File: src/sv/cia_pkg.sv
// ----------------------------------------------------------------------------
// CIGAR identity accumulator package
// Shared types, operation codes, constants and helper functions.
// ----------------------------------------------------------------------------
package cia_pkg;

  localparam int unsigned LenW   = 28;
  localparam int unsigned PosW   = 31;
  localparam int unsigned SumW   = 32;
  localparam int unsigned IdentW = 24;
  localparam int unsigned DenW   = SumW + 1;
  localparam int unsigned ProdW  = 57;
  localparam int unsigned RemW   = 58;

  localparam int unsigned DivSteps = IdentW;
  localparam int unsigned CntW     = $clog2(DivSteps);

  localparam logic [LenW-1:0]   IndelLimitReset = LenW'(50);
  localparam logic [24:0]       IdentScale2     = 25'd20000000;
  localparam logic [IdentW-1:0] IdentScale      = IdentW'(10000000);

  typedef enum logic [3:0] {
    OP_M  = 4'd0,
    OP_I  = 4'd1,
    OP_D  = 4'd2,
    OP_N  = 4'd3,
    OP_S  = 4'd4,
    OP_H  = 4'd5,
    OP_P  = 4'd6,
    OP_EQ = 4'd7,
    OP_X  = 4'd8
  } cigar_op_e;

  typedef enum logic [2:0] {
    ST_IDLE,
    ST_MUL,
    ST_LOAD,
    ST_DIV,
    ST_FIN
  } cia_state_e;

  typedef struct packed {
    logic acc_en;
    logic mul_en;
    logic load_en;
    logic div_en;
    logic out_load;
  } cia_cmd_t;

  typedef struct packed {
    logic last_op;
  } cia_status_t;

  function automatic logic [SumW-1:0] sat_add(input logic [SumW-1:0] a,
                                               input logic [SumW-1:0] b);
    logic [SumW:0] s;
    s = {1'b0, a} + {1'b0, b};
    return s[SumW] ? {SumW{1'b1}} : s[SumW-1:0];
  endfunction

endpackage

File: src/sv/cia_if.sv
// ----------------------------------------------------------------------------
// CIGAR identity accumulator channel interfaces
// Valid/ready channels for the operation input and the result output.
// ----------------------------------------------------------------------------
interface cia_in_if;
  import cia_pkg::*;

  logic            valid;
  logic            ready;
  logic [3:0]      cigar_op;
  logic [LenW-1:0] op_length;
  logic            first_op;
  logic            last_op;
  logic [PosW-1:0] ref_start;

  modport source (output valid, output cigar_op, output op_length, output first_op,
                  output last_op, output ref_start, input ready);
  modport sink (input valid, input cigar_op, input op_length, input first_op,
                input last_op, input ref_start, output ready);
endinterface

interface cia_out_if;
  import cia_pkg::*;

  logic              valid;
  logic              ready;
  logic [SumW-1:0]   match_count;
  logic [SumW-1:0]   mismatch_count;
  logic [SumW-1:0]   large_indel_count;
  logic [SumW-1:0]   large_indel_bases;
  logic [SumW-1:0]   read_len;
  logic [SumW-1:0]   ref_end;
  logic [IdentW-1:0] identity_scaled;
  logic              ambiguous_error;

  modport source (output valid, output match_count, output mismatch_count,
                  output large_indel_count, output large_indel_bases,
                  output read_len, output ref_end, output identity_scaled,
                  output ambiguous_error, input ready);
  modport sink (input valid, input match_count, input mismatch_count,
                input large_indel_count, input large_indel_bases,
                input read_len, input ref_end, input identity_scaled,
                input ambiguous_error, output ready);
endinterface

File: src/sv/cia_datapath.sv
// ----------------------------------------------------------------------------
// CIGAR identity accumulator datapath
// Saturating sums, the identity multiply and a restoring divider that
// produces one quotient bit per cycle, plus the result register.
// ----------------------------------------------------------------------------
module cia_datapath (
  input  logic                            clk_i,
  input  logic                            rst_ni,
  input  logic                            indel_limit_we_i,
  input  logic [cia_pkg::LenW-1:0]        indel_limit_i,
  input  logic [3:0]                      cigar_op_i,
  input  logic [cia_pkg::LenW-1:0]        op_length_i,
  input  logic                            first_op_i,
  input  logic                            last_op_i,
  input  logic [cia_pkg::PosW-1:0]        ref_start_i,
  input  cia_pkg::cia_cmd_t               cmd_i,
  output cia_pkg::cia_status_t            status_o,
  output logic [cia_pkg::SumW-1:0]        match_count_o,
  output logic [cia_pkg::SumW-1:0]        mismatch_count_o,
  output logic [cia_pkg::SumW-1:0]        large_indel_count_o,
  output logic [cia_pkg::SumW-1:0]        large_indel_bases_o,
  output logic [cia_pkg::SumW-1:0]        read_len_o,
  output logic [cia_pkg::SumW-1:0]        ref_end_o,
  output logic [cia_pkg::IdentW-1:0]      identity_scaled_o,
  output logic                            ambiguous_error_o
);
  import cia_pkg::*;

  logic [LenW-1:0]   limit_q;
  logic [SumW-1:0]   match_q, match_d;
  logic [SumW-1:0]   mism_q, mism_d;
  logic [SumW-1:0]   bnum_q, bnum_d;
  logic [SumW-1:0]   blen_q, blen_d;
  logic [SumW-1:0]   qlen_q, qlen_d;
  logic [SumW-1:0]   end_q, end_d;
  logic              err_q, err_d;
  logic [ProdW-1:0]  prod_q;
  logic [RemW-1:0]   rem_q;
  logic [RemW-1:0]   dsh_q;
  logic [IdentW-1:0] quo_q;
  logic              zero_q;
  logic [DenW-1:0]   den;
  logic              ge;

  logic [SumW-1:0]   b_match, b_mism, b_bnum, b_blen, b_qlen, b_end;
  logic              b_err;
  logic [SumW-1:0]   len32;
  logic              short_indel;

  assign status_o.last_op = last_op_i;

  always_ff @(posedge clk_i or negedge rst_ni) begin
    if (!rst_ni) begin
      limit_q <= IndelLimitReset;
    end else if (indel_limit_we_i) begin
      limit_q <= indel_limit_i;
    end
  end

  always_comb begin
    if (first_op_i) begin
      b_match = '0;
      b_mism  = '0;
      b_bnum  = '0;
      b_blen  = '0;
      b_qlen  = '0;
      b_end   = SumW'(ref_start_i);
      b_err   = 1'b0;
    end else begin
      b_match = match_q;
      b_mism  = mism_q;
      b_bnum  = bnum_q;
      b_blen  = blen_q;
      b_qlen  = qlen_q;
      b_end   = end_q;
      b_err   = err_q;
    end
    len32       = SumW'(op_length_i);
    short_indel = op_length_i <= limit_q;
    match_d = b_match;
    mism_d  = b_mism;
    bnum_d  = b_bnum;
    blen_d  = b_blen;
    qlen_d  = b_qlen;
    end_d   = b_end;
    err_d   = b_err;
    unique case (cigar_op_i)
      OP_EQ: begin
        match_d = sat_add(b_match, len32);
        qlen_d  = sat_add(b_qlen, len32);
        end_d   = sat_add(b_end, len32);
      end
      OP_X: begin
        mism_d = sat_add(b_mism, len32);
        qlen_d = sat_add(b_qlen, len32);
        end_d  = sat_add(b_end, len32);
      end
      OP_I, OP_D: begin
        if (short_indel) begin
          mism_d = sat_add(b_mism, len32);
        end else begin
          bnum_d = sat_add(b_bnum, SumW'(1));
          blen_d = sat_add(b_blen, len32);
        end
        if (cigar_op_i == OP_I) begin
          qlen_d = sat_add(b_qlen, len32);
        end else begin
          end_d = sat_add(b_end, len32);
        end
      end
      OP_S, OP_H: begin
        qlen_d = sat_add(b_qlen, len32);
      end
      OP_M: begin
        err_d = 1'b1;
      end
      default: begin
      end
    endcase
  end

  always_ff @(posedge clk_i or negedge rst_ni) begin
    if (!rst_ni) begin
      match_q <= '0;
      mism_q  <= '0;
      bnum_q  <= '0;
      blen_q  <= '0;
      qlen_q  <= '0;
      end_q   <= '0;
      err_q   <= 1'b0;
    end else if (cmd_i.acc_en) begin
      match_q <= match_d;
      mism_q  <= mism_d;
      bnum_q  <= bnum_d;
      blen_q  <= blen_d;
      qlen_q  <= qlen_d;
      end_q   <= end_d;
      err_q   <= err_d;
    end
  end

  assign den = DenW'(match_q) + DenW'(mism_q);
  assign ge  = rem_q >= dsh_q;

  always_ff @(posedge clk_i) begin
    if (cmd_i.mul_en) begin
      prod_q <= ProdW'(IdentScale2) * ProdW'(match_q);
    end
    if (cmd_i.load_en) begin
      rem_q  <= RemW'(prod_q) + RemW'(den);
      dsh_q  <= RemW'({den, 1'b0}) << (DivSteps - 1);
      zero_q <= den == '0;
      quo_q  <= '0;
    end else if (cmd_i.div_en) begin
      rem_q <= ge ? rem_q - dsh_q : rem_q;
      dsh_q <= dsh_q >> 1;
      quo_q <= {quo_q[IdentW-2:0], ge};
    end
    if (cmd_i.out_load) begin
      match_count_o       <= match_q;
      mismatch_count_o    <= mism_q;
      large_indel_count_o <= bnum_q;
      large_indel_bases_o <= blen_q;
      read_len_o          <= qlen_q;
      ref_end_o           <= end_q;
      identity_scaled_o   <= zero_q ? '0 : quo_q;
      ambiguous_error_o   <= err_q;
    end
  end

  a_ident_range: assert property (@(posedge clk_i) disable iff (!rst_ni)
    cmd_i.out_load |=> identity_scaled_o <= IdentScale)
    else $error("identity above full scale");

  a_ident_zero: assert property (@(posedge clk_i) disable iff (!rst_ni)
    (cmd_i.out_load && match_q == '0) |=> identity_scaled_o == '0)
    else $error("identity nonzero without matches");

  a_limit_write: assert property (@(posedge clk_i) disable iff (!rst_ni)
    indel_limit_we_i |=> limit_q == $past(indel_limit_i))
    else $error("indel limit not taken on write");

endmodule

File: src/sv/cia_ctrl.sv
// ----------------------------------------------------------------------------
// CIGAR identity accumulator controller
// Sequences accumulation, the identity multiply, the divider steps and the
// hand-off to the output register.
// ----------------------------------------------------------------------------
module cia_ctrl (
  input  logic                 clk_i,
  input  logic                 rst_ni,
  input  logic                 in_valid_i,
  output logic                 in_ready_o,
  output logic                 out_valid_o,
  input  logic                 out_ready_i,
  input  cia_pkg::cia_status_t status_i,
  output cia_pkg::cia_cmd_t    cmd_o
);
  import cia_pkg::*;

  cia_state_e       state_q, state_d;
  logic [CntW-1:0]  cnt_q, cnt_d;
  logic             out_valid_q, out_valid_d;
  logic             in_fire;

  assign in_fire = in_valid_i && in_ready_o;

  always_comb begin
    state_d = state_q;
    unique case (state_q)
      ST_IDLE: begin
        if (in_fire && status_i.last_op) begin
          state_d = ST_MUL;
        end
      end
      ST_MUL:  state_d = ST_LOAD;
      ST_LOAD: state_d = ST_DIV;
      ST_DIV: begin
        if (cnt_q == '0) begin
          state_d = ST_FIN;
        end
      end
      ST_FIN: begin
        if (!out_valid_q || out_ready_i) begin
          state_d = ST_IDLE;
        end
      end
      default: state_d = ST_IDLE;
    endcase
  end

  always_comb begin
    in_ready_o = 1'b0;
    cmd_o      = '0;
    cnt_d      = cnt_q;
    unique case (state_q)
      ST_IDLE: begin
        in_ready_o   = 1'b1;
        cmd_o.acc_en = in_valid_i;
      end
      ST_MUL: begin
        cmd_o.mul_en = 1'b1;
      end
      ST_LOAD: begin
        cmd_o.load_en = 1'b1;
        cnt_d         = CntW'(DivSteps - 1);
      end
      ST_DIV: begin
        cmd_o.div_en = 1'b1;
        cnt_d        = cnt_q - CntW'(1);
      end
      ST_FIN: begin
        cmd_o.out_load = !out_valid_q || out_ready_i;
      end
      default: begin
      end
    endcase
  end

  always_comb begin
    out_valid_d = out_valid_q;
    if (cmd_o.out_load) begin
      out_valid_d = 1'b1;
    end else if (out_ready_i) begin
      out_valid_d = 1'b0;
    end
  end

  assign out_valid_o = out_valid_q;

  always_ff @(posedge clk_i or negedge rst_ni) begin
    if (!rst_ni) begin
      state_q     <= ST_IDLE;
      cnt_q       <= '0;
      out_valid_q <= 1'b0;
    end else begin
      state_q     <= state_d;
      cnt_q       <= cnt_d;
      out_valid_q <= out_valid_d;
    end
  end

  a_last_starts: assert property (@(posedge clk_i) disable iff (!rst_ni)
    (in_fire && status_i.last_op) |=> state_q == ST_MUL)
    else $error("last transaction did not start the identity computation");

  a_div_ends: assert property (@(posedge clk_i) disable iff (!rst_ni)
    (state_q == ST_DIV && cnt_q == '0) |=> state_q == ST_FIN)
    else $error("divider did not finish after its last step");

  a_no_overwrite: assert property (@(posedge clk_i) disable iff (!rst_ni)
    cmd_o.out_load |-> (!out_valid_q || out_ready_i))
    else $error("result register overwritten while still pending");

  a_load_then_div: assert property (@(posedge clk_i) disable iff (!rst_ni)
    state_q == ST_LOAD |=> (state_q == ST_DIV && cnt_q == CntW'(DivSteps - 1)))
    else $error("divider not started with full step count");

endmodule

File: src/sv/cigar_identity_accumulator.sv
// A non-final operation is added to the sums; while idle, one may be accepted every cycle.
// A final operation then passes a multiply state, a load state, 24 restoring divider steps
// (one quotient bit each) and an output load state, which waits while a result is pending.
// Input is not accepted while the divider runs; a pending result does not block input while idle.
// Reset (rst_ni low, asynchronous) clears all sums, the error flag and the output valid,
// and sets indel_limit to 50.
// ----------------------------------------------------------------------------
// CIGAR identity accumulator
// Accumulates CIGAR operation statistics per alignment and reports the sums
// and the rounded match identity on the final operation.
// ----------------------------------------------------------------------------
module cigar_identity_accumulator (
  input  logic                     clk_i,
  input  logic                     rst_ni,
  input  logic                     indel_limit_we_i,
  input  logic [cia_pkg::LenW-1:0] indel_limit_i,
  cia_in_if.sink                   in_i,
  cia_out_if.source                out_o
);
  import cia_pkg::*;

  cia_cmd_t    cmd;
  cia_status_t status;

  cia_ctrl u_ctrl (
    .clk_i       (clk_i),
    .rst_ni      (rst_ni),
    .in_valid_i  (in_i.valid),
    .in_ready_o  (in_i.ready),
    .out_valid_o (out_o.valid),
    .out_ready_i (out_o.ready),
    .status_i    (status),
    .cmd_o       (cmd)
  );

  cia_datapath u_datapath (
    .clk_i               (clk_i),
    .rst_ni              (rst_ni),
    .indel_limit_we_i    (indel_limit_we_i),
    .indel_limit_i       (indel_limit_i),
    .cigar_op_i          (in_i.cigar_op),
    .op_length_i         (in_i.op_length),
    .first_op_i          (in_i.first_op),
    .last_op_i           (in_i.last_op),
    .ref_start_i         (in_i.ref_start),
    .cmd_i               (cmd),
    .status_o            (status),
    .match_count_o       (out_o.match_count),
    .mismatch_count_o    (out_o.mismatch_count),
    .large_indel_count_o (out_o.large_indel_count),
    .large_indel_bases_o (out_o.large_indel_bases),
    .read_len_o          (out_o.read_len),
    .ref_end_o           (out_o.ref_end),
    .identity_scaled_o   (out_o.identity_scaled),
    .ambiguous_error_o   (out_o.ambiguous_error)
  );

endmodule

File: src/flat_wrapper.sv
// flat-port wrapper written by rule: the top's interface ports become plain ports
module cigar_identity_accumulator_flat import cia_pkg::*;
  (clk_i, rst_ni, indel_limit_we_i, indel_limit_i, in_i_valid, in_i_cigar_op, in_i_op_length, in_i_first_op, in_i_last_op, in_i_ref_start, in_i_ready, out_o_valid, out_o_match_count, out_o_mismatch_count, out_o_large_indel_count, out_o_large_indel_bases, out_o_read_len, out_o_ref_end, out_o_identity_scaled, out_o_ambiguous_error, out_o_ready);
  cia_in_if in_i_i ();
  cia_out_if out_o_i ();
  input  logic clk_i;
  input  logic rst_ni;
  input  logic indel_limit_we_i;
  input  logic [cia_pkg::LenW-1:0] indel_limit_i;
  input wire logic [$bits(in_i_i.valid)-1:0] in_i_valid;
  input wire logic [$bits(in_i_i.cigar_op)-1:0] in_i_cigar_op;
  input wire logic [$bits(in_i_i.op_length)-1:0] in_i_op_length;
  input wire logic [$bits(in_i_i.first_op)-1:0] in_i_first_op;
  input wire logic [$bits(in_i_i.last_op)-1:0] in_i_last_op;
  input wire logic [$bits(in_i_i.ref_start)-1:0] in_i_ref_start;
  output wire logic [$bits(in_i_i.ready)-1:0] in_i_ready;
  output wire logic [$bits(out_o_i.valid)-1:0] out_o_valid;
  output wire logic [$bits(out_o_i.match_count)-1:0] out_o_match_count;
  output wire logic [$bits(out_o_i.mismatch_count)-1:0] out_o_mismatch_count;
  output wire logic [$bits(out_o_i.large_indel_count)-1:0] out_o_large_indel_count;
  output wire logic [$bits(out_o_i.large_indel_bases)-1:0] out_o_large_indel_bases;
  output wire logic [$bits(out_o_i.read_len)-1:0] out_o_read_len;
  output wire logic [$bits(out_o_i.ref_end)-1:0] out_o_ref_end;
  output wire logic [$bits(out_o_i.identity_scaled)-1:0] out_o_identity_scaled;
  output wire logic [$bits(out_o_i.ambiguous_error)-1:0] out_o_ambiguous_error;
  input wire logic [$bits(out_o_i.ready)-1:0] out_o_ready;
  assign in_i_i.valid = in_i_valid;
  assign in_i_i.cigar_op = in_i_cigar_op;
  assign in_i_i.op_length = in_i_op_length;
  assign in_i_i.first_op = in_i_first_op;
  assign in_i_i.last_op = in_i_last_op;
  assign in_i_i.ref_start = in_i_ref_start;
  assign in_i_ready = in_i_i.ready;
  assign out_o_valid = out_o_i.valid;
  assign out_o_match_count = out_o_i.match_count;
  assign out_o_mismatch_count = out_o_i.mismatch_count;
  assign out_o_large_indel_count = out_o_i.large_indel_count;
  assign out_o_large_indel_bases = out_o_i.large_indel_bases;
  assign out_o_read_len = out_o_i.read_len;
  assign out_o_ref_end = out_o_i.ref_end;
  assign out_o_identity_scaled = out_o_i.identity_scaled;
  assign out_o_ambiguous_error = out_o_i.ambiguous_error;
  assign out_o_i.ready = out_o_ready;
  cigar_identity_accumulator u_core (.clk_i(clk_i), .rst_ni(rst_ni), .indel_limit_we_i(indel_limit_we_i), .indel_limit_i(indel_limit_i), .in_i(in_i_i), .out_o(out_o_i));
endmodule
File: config.mk
export PLATFORM = sky130hd
export DESIGN_NAME = cigar_identity_accumulator_flat
export DESIGN_NICKNAME = d
export VERILOG_FILES = /design/src/sv/cia_pkg.sv /design/src/sv/cia_if.sv /design/src/sv/cia_datapath.sv /design/src/sv/cia_ctrl.sv /design/src/sv/cigar_identity_accumulator.sv /design/src/flat_wrapper.sv
export SDC_FILE = /design/constraint.sdc
export NUM_CORES = 2
export LEC_CHECK = 0
export BUFFER_PORTS_ARGS = -buffer_cell sky130_fd_sc_hd__buf_2
export CORE_MARGIN = 2
export CORE_UTILIZATION = 27
export CTS_BUF_LIST = sky130_fd_sc_hd__clkbuf_8
export DETAILED_ROUTE_END_ITERATION = 12
export SLEW_MARGIN = 20
export SYNTH_ARGS = -nofsm -noshare
export SYNTH_HDL_FRONTEND = slang
export SYNTH_SLANG_ARGS = --single-unit
File: constraint.sdc
create_clock -name clk_i -period 16.6 [get_ports clk_i]
set_input_delay 1.66 -clock clk_i [delete_from_list [all_inputs] [get_ports clk_i]]
set_output_delay 1.66 -clock clk_i [all_outputs]
set_load 0.005 [all_outputs]
Word-level counts from Yosys, hierarchy flattened
Cells that the tools add are included.
Widths: inputs -> output; s select.
- add/sub/neg operators: 10
- $mul: 1
- div/mod/pow operators: 0
- magnitude comparators: 2
- equality and inequality tests: 13
- shift-type cells: 0
- mux-type cells: 43
- bitwise gates (word level): 0
- reduce and logical (&&, ||, !) cells: 19
- operators by type and width (operator ; count):
    $mux 32 ; 20
    $pmux 32 s2 ; 3
    $mux 58 ; 3
    $add 32x28->33 ; 5
    $mux 57 ; 2
    $add 57x33->58 ; 1
    $ge 58x57->1 ; 1
    $sub 58x57->58 ; 1
    $mul 17x32->49 const A ; 1
    $add 32x1->33 const B ; 1
    $add 32x32->33 ; 1
    $logic_not 33->1 ; 1
    $le 28x28->1 ; 1
    $pmux 3 s5 ; 1
    $eq 4x3->1 const B ; 3
    $mux 1 ; 10
    $pmux 5 s2 ; 1
    $reduce_bool 2->1 ; 5
    $mux 3 ; 3
    $eq 3x2->1 const B ; 2
    $ne 2x2->1 const B ; 3
    $logic_not 5->1 ; 1
    $sub 5x1->5 const B ; 1
    $eq 4x1->1 const B ; 1
    other kinds (13) ; 16
- register bits: 636
- latch bits: 0
- memory bits (writable): 0
- bits in read-only memories: 0
- output and inout port bits: 219
- memories kept: 0

Depth between registers and ports, before layout
- depth in word-level cells: 6
- gate-level depth with buffers: 22
- gate-level depth less buffers: 21

Cells and area by module
A second synthesis with hierarchy kept.
- cells, all modules: 5304
- area, all modules: 49737.7 um^2
- by module, submodules not included (module ; instances ; cells each ; area each (um^2) ; sequential area each (um^2)):
    cia_datapath ; 1 ; 5251 ; 49224.7 ; 17245.3
    cia_ctrl ; 1 ; 53 ; 513.0 ; 225.2

Least setup slack after synthesis
No wires, ideal clock.
- kind: input -> register
- from: in out_o_ready
- to: reg u_core.u_datapath.ambiguous_error_o, enable pin
- arrival: 6.774 ns
- data required time: 15.994 ns
- setup slack: 9.220 ns
- stages: 2
- buffers on the path: 0
- path through: nand2b_1 -> and3_1
- cells in the longest elaborated chain, start to end: 2
- ends and longest elaborated chain (what ; line ; text):
    start, declared ; flat_wrapper.sv:26 ; input wire logic [$bits(out_o_i.ready)-1:0] out_o_ready;
    $logic_or 1x1->1 ; cia_ctrl.sv:70 ; cmd_o.out_load = !out_valid_q || out_ready_i;
    $mux 1 ; cia_ctrl.sv:53 ; unique case (state_q)
    end signal, assigned ; cia_datapath.sv:167 ; ambiguous_error_o <= err_q;
    end, declared ; cia_datapath.sv:25 ; output logic ambiguous_error_o
Every way passes these cells.
A chain may end at the register's enable or synchronous reset.

Final worst setup path
- from: reg u_core.u_datapath.match_q[13]
- to: reg u_core.u_datapath.prod_q[54], data pin
- cells in the longest elaborated chain, start to end: 1
- ends and longest elaborated chain (what ; line ; text):
    start, declared ; cia_datapath.sv:30 ; logic [SumW-1:0] match_q, match_d;
    start signal, assigned ; cia_datapath.sv:132 ; match_q <= match_d;
    $mul 17x32->49 ; cia_datapath.sv:147 ; prod_q <= ProdW'(IdentScale2) * ProdW'(match_q);
    end signal, assigned ; cia_datapath.sv:147 ;
    end, declared ; cia_datapath.sv:37 ; logic [ProdW-1:0] prod_q;
Every way passes these cells.

==> metrics.md <==
| Metric | Value |
|---|---|
| Status | `completed` |
| Final wirelength | `roughly 170000 µm` |
| Remaining antenna violation count | `0` |
| Critical path required time | `17.20 ns` |
| Core footprint | `about 180000 µm²` |
| Reg clk slew, reported paths | `approximately 0.060 ns` |
| WP buf/inv | `4` |
| Hold path depth | `2` |
| Drt via density | `a little over 5` |
| Cell row count | `between 150 and 200` |
| Seq cells post-synth | `between 600 and 700` |
| Routed via count | `about 40000` |
| Max-cap violations | `0` |
| Syn Inst Count | `roughly 5200` |
| Largest net degree at the start of global routing | `around 140` |
| Ratio of cells with drive above 1 in the final layout | `between 10% and 20%` |
| Die X | `about 430 µm` |
| GPL Wtd Cong | `~0.9` |
| DR iter-0 viols | `around 3200` |
| Ys async rst share | `between 30% and 40%` |
| Pwr Density | `around 130 nW/µm²` |
| Hold_buf cts | `0` |
| Setup CP Type | `reg -> reg` |
| Setup violators final | `0` |
| Synthesized net count | `approximately 6000` |
| TritonCTS clock tree | `built` |
| GRT Total Usage | `about 17%` |
| Post-layout min period | `between 6 and 7 ns` |
| Routed wire length per instance | `between 20 and 25 µm` |
| Critical Path AT | `7.29 ns` |
| Post-synth EDFFs | `358` |
| Synth Flop Type | `edfxtp_1` |
| Max incr delay on CP | `between 0.8 and 0.9 ns` |
| Area delta synth->final | `13.6%` |
| Port bufs | `around 320` |
| Drc violations | `0` |
| Clock Skews | `between 0.08 and 0.09 ns` |
| Clock tree buffer depth | `3` |
| # IOs | `317` |
| Type of destination of the critical path | `flip-flop` |
| Area of the multi-input gates | `approximately 30000 µm²` |
| Reg area | `17500 µm²` |
| Max FO, Critical Path | `10` |
| Leakage power figure | `26.0 nW` |
| Root Buffer | `clkbuf_8` |
| Highest-delay cell along the critical path | `dfrtp_1` |
| Post_cts resized | `0` |
| Fill cells | `approximately 19000` |
| Initial Util | `about 27%` |
| Antenna violations before repair | `19` |
| Seq/Total Area, Yosys | `a little over a third` |
| Clk_lat worst skew | `just over 0.9 ns` |
| Levels on crit path | `20` |
| Maximum achievable frequency | `149 MHz` |
| Vias in the first global route | `roughly 39000` |
| Drt first pass iters | `6` |
| Util after Layout | `between 30 and 40%` |
| Post-CTS setup buffer count | `0` |
| Die area | `185000 µm²` |
| Synth unique cells | `98` |
| Netlist Area Pre-Place | `about 49000 µm²` |
| Worst hold path type | `reg -> reg` |
| Slew @ Worst Pin | `about 1.1 ns` |
| Worst IR drop on VDD | `about 0.12 mV` |
| Crit start category | `flip-flop` |
| NumNets Final | `roughly 6300` |
| Global-route wire length before repair | `247000 µm` |
| RSZ-0062 raised after global routing | `false` |
| Htree depth | `3` |
| Synth Warn # | `0` |
| Post-detail-place hpwl | `125000 µm` |
| TritonCTS Buffers | `117` |
| Fin. Hold Viols | `0` |
| DIE HEIGHT | `430 µm` |
| Clock sinks | `approximately 640` |
| Setup TNS | `0 ns` |
| Fin. max-slew vios | `0` |
| Avg Cell Area, Syn | `9.41 µm²` |
| Critical Path, Cell by Cell | `ha_1, ha_1, inv_1, fa_1, inv_1, fa_1, fa_1, inv_1, fa_1, inv_1, ha_1, nand4_1, nand3b_1, o211ai_1, o21ai_1, o311a_1, o21ai_1, a31oi_1, o21a_1, a211o_1` |
| Reg2Reg Depth | `20` |
| Crit share post-route | `around 40%` |
| Total grt overflow | `0` |
| Worst slew margin | `between 20% and 30%` |
| Top cell family by delay on the critical path | `adder cells` |
## worst paths after layout
path                       slack [ns]                                 startpoint                                         to
max                              9.91  u_core.u_datapath.match_q[13]$_DFFE_PN0P_     u_core.u_datapath.prod_q[54]$_DFFE_PP_
max in group asynchronous       14.36                                     rst_ni  u_core.u_datapath.limit_q[26]$_DFFE_PN0P_
min                              0.43   u_core.u_datapath.quo_q[23]$_SDFFE_PP0P_   u_core.u_datapath.quo_q[23]$_SDFFE_PP0P_
max reg2reg                      9.91  u_core.u_datapath.match_q[13]$_DFFE_PN0P_     u_core.u_datapath.prod_q[54]$_DFFE_PP_
min reg2reg                      0.43   u_core.u_datapath.quo_q[23]$_SDFFE_PP0P_   u_core.u_datapath.quo_q[23]$_SDFFE_PP0P_
min in group asynchronous        0.77                                     rst_ni    u_core.u_datapath.end_q[13]$_DFFE_PN0P_
## layer usage
metal	share of wire [%]	vias up	GRT usage (%)
met5	0.014	-	0
met4	4.2	4	7.09
met3	5.1	303	2.73
met2	48	1201	29.4
met1	43	19686	22.3
li1	-	19133	-
## area by class of cell
type                            instances  share of cell area [%]
Multi-Input combinational cell       3920                    52.3
Sequential cell                       636                    31.3
Tap cell                             2370                    5.32
Timing Repair Buffer                  356                    3.43
Clock buffer                          129                    3.18
Inverter                              472                    3.18
Clock inverter                         94                    1.20
Antenna cell                            9                  0.0404
## Yosys cell counts (59+ instances only)
cell / instances / area [µm²]
fa_1: 172 / 3440
inv_1: 468 / 1760
dfrtp_1: 227 / 5680
nand2_1: 505 / 1900
nor2_1: 303 / 1140
nand3_1: 135 / 676
edfxtp_1: 358 / 10800
a21oi_1: 377 / 1890
clkbuf_1: 152 / 571
o21ai_0: 373 / 1870
a21o_1: 175 / 1310
nor2b_1: 175 / 1090
ha_1: 534 / 6680
nand4_1: 59 / 369
nor3_1: 74 / 370
xnor2_1: 175 / 1530
xor2_1: 108 / 946
## worst reg2reg max path, stage by stage, from the launching register on
cell	delay (ns)
dfrtp_1	0.82
ha_1	0.37
ha_1	0.31
inv_1	0.06
fa_1	0.50
inv_1	0.06
fa_1	0.45
fa_1	0.52
inv_1	0.05
fa_1	0.48
inv_1	0.04
ha_1	0.36
nand4_1	0.17
nand3b_1	0.20
o211ai_1	0.38
o21ai_1	0.23
o311a_1	0.43
o21ai_1	0.29
a31oi_1	0.23
o21a_1	0.21
a211o_1	0.23
## power by group
| group | total, mW | internal [mW] | switching (mW) | leakage (nW) |
|---|---|---|---|---|
| clock | 1.61 | 0.836 | 0.772 | 1.39 |
| combinational | 3.06 | 1.20 | 1.86 | 17.9 |
| sequential | 2.37 | 2.13 | 0.234 | 6.75 |
## per-stage QoR
step	instance area [µm²]	hold WS [ns]	std cells	total power [mW]	setup WS, ns
after floorplan	49100	0.408	5214	4.59	9.22
after global placement	53300	0.425	7754	5.37	10.14
after detailed placement	53300	0.432	7754	5.41	10.01
after CTS	55700	0.440	7977	7.07	9.94
after global routing	55700	0.466	7983	7.55	9.64
final	55700	0.434	7986	7.04	9.91
## logic make-up (layout without fill, tap and decap cells)
kind of cell               count (synthesis)  count (layout)  share of synthesized area, %
AOI/OAI and AO/OA                       1390            1390                          17.6
xor gates and xnor gates                 283             283                          5.05
adders and majority gates                706             706                          20.6
buffers and inverters                    658            1051                          5.08
DFF                                      636             636                          35.6
muxes                                     63              63                          1.37
other                                      0               9                             0
and+or+nand+nor                         1478            1478                          14.6
## layout by cell type (no fill, tap or decap), types with 135 or more instances in the layout
master    netlist  final
o21ai_0       373    373
nor2_1        303    301
buf_2          11    314
xnor2_1       175    175
nand3_1       135    135
fa_1          172    172
a21o_1        175    174
dfrtp_1       227    226
inv_1         468    505
nand2_1       505    504
ha_1          534    534
edfxtp_1      358    358
a21oi_1       377    376
nor2b_1       175    175
## registers in the layout, indices dropped and copies added (netlist names), 3 cells and up
signal	cells
u_core.u_datapath.large_indel_bases_o	32
u_core.u_datapath.end_q	32
u_core.u_datapath.rem_q	58
u_core.u_datapath.prod_q	49
u_core.u_ctrl.cnt_q	5
u_core.u_datapath.identity_scaled_o	24
u_core.u_datapath.mismatch_count_o	32
u_core.u_datapath.match_q	32
u_core.u_datapath.qlen_q	32
u_core.u_datapath.large_indel_count_o	32
u_core.u_ctrl.state_q	3
u_core.u_datapath.quo_q	24
u_core.u_datapath.mism_q	32
u_core.u_datapath.limit_q	28
u_core.u_datapath.read_len_o	32
u_core.u_datapath.blen_q	32
u_core.u_datapath.match_count_o	32
u_core.u_datapath.bnum_q	32
u_core.u_datapath.ref_end_o	32
u_core.u_datapath.dsh_q	57
No activity file was read; power rests on OpenSTA's default activity.
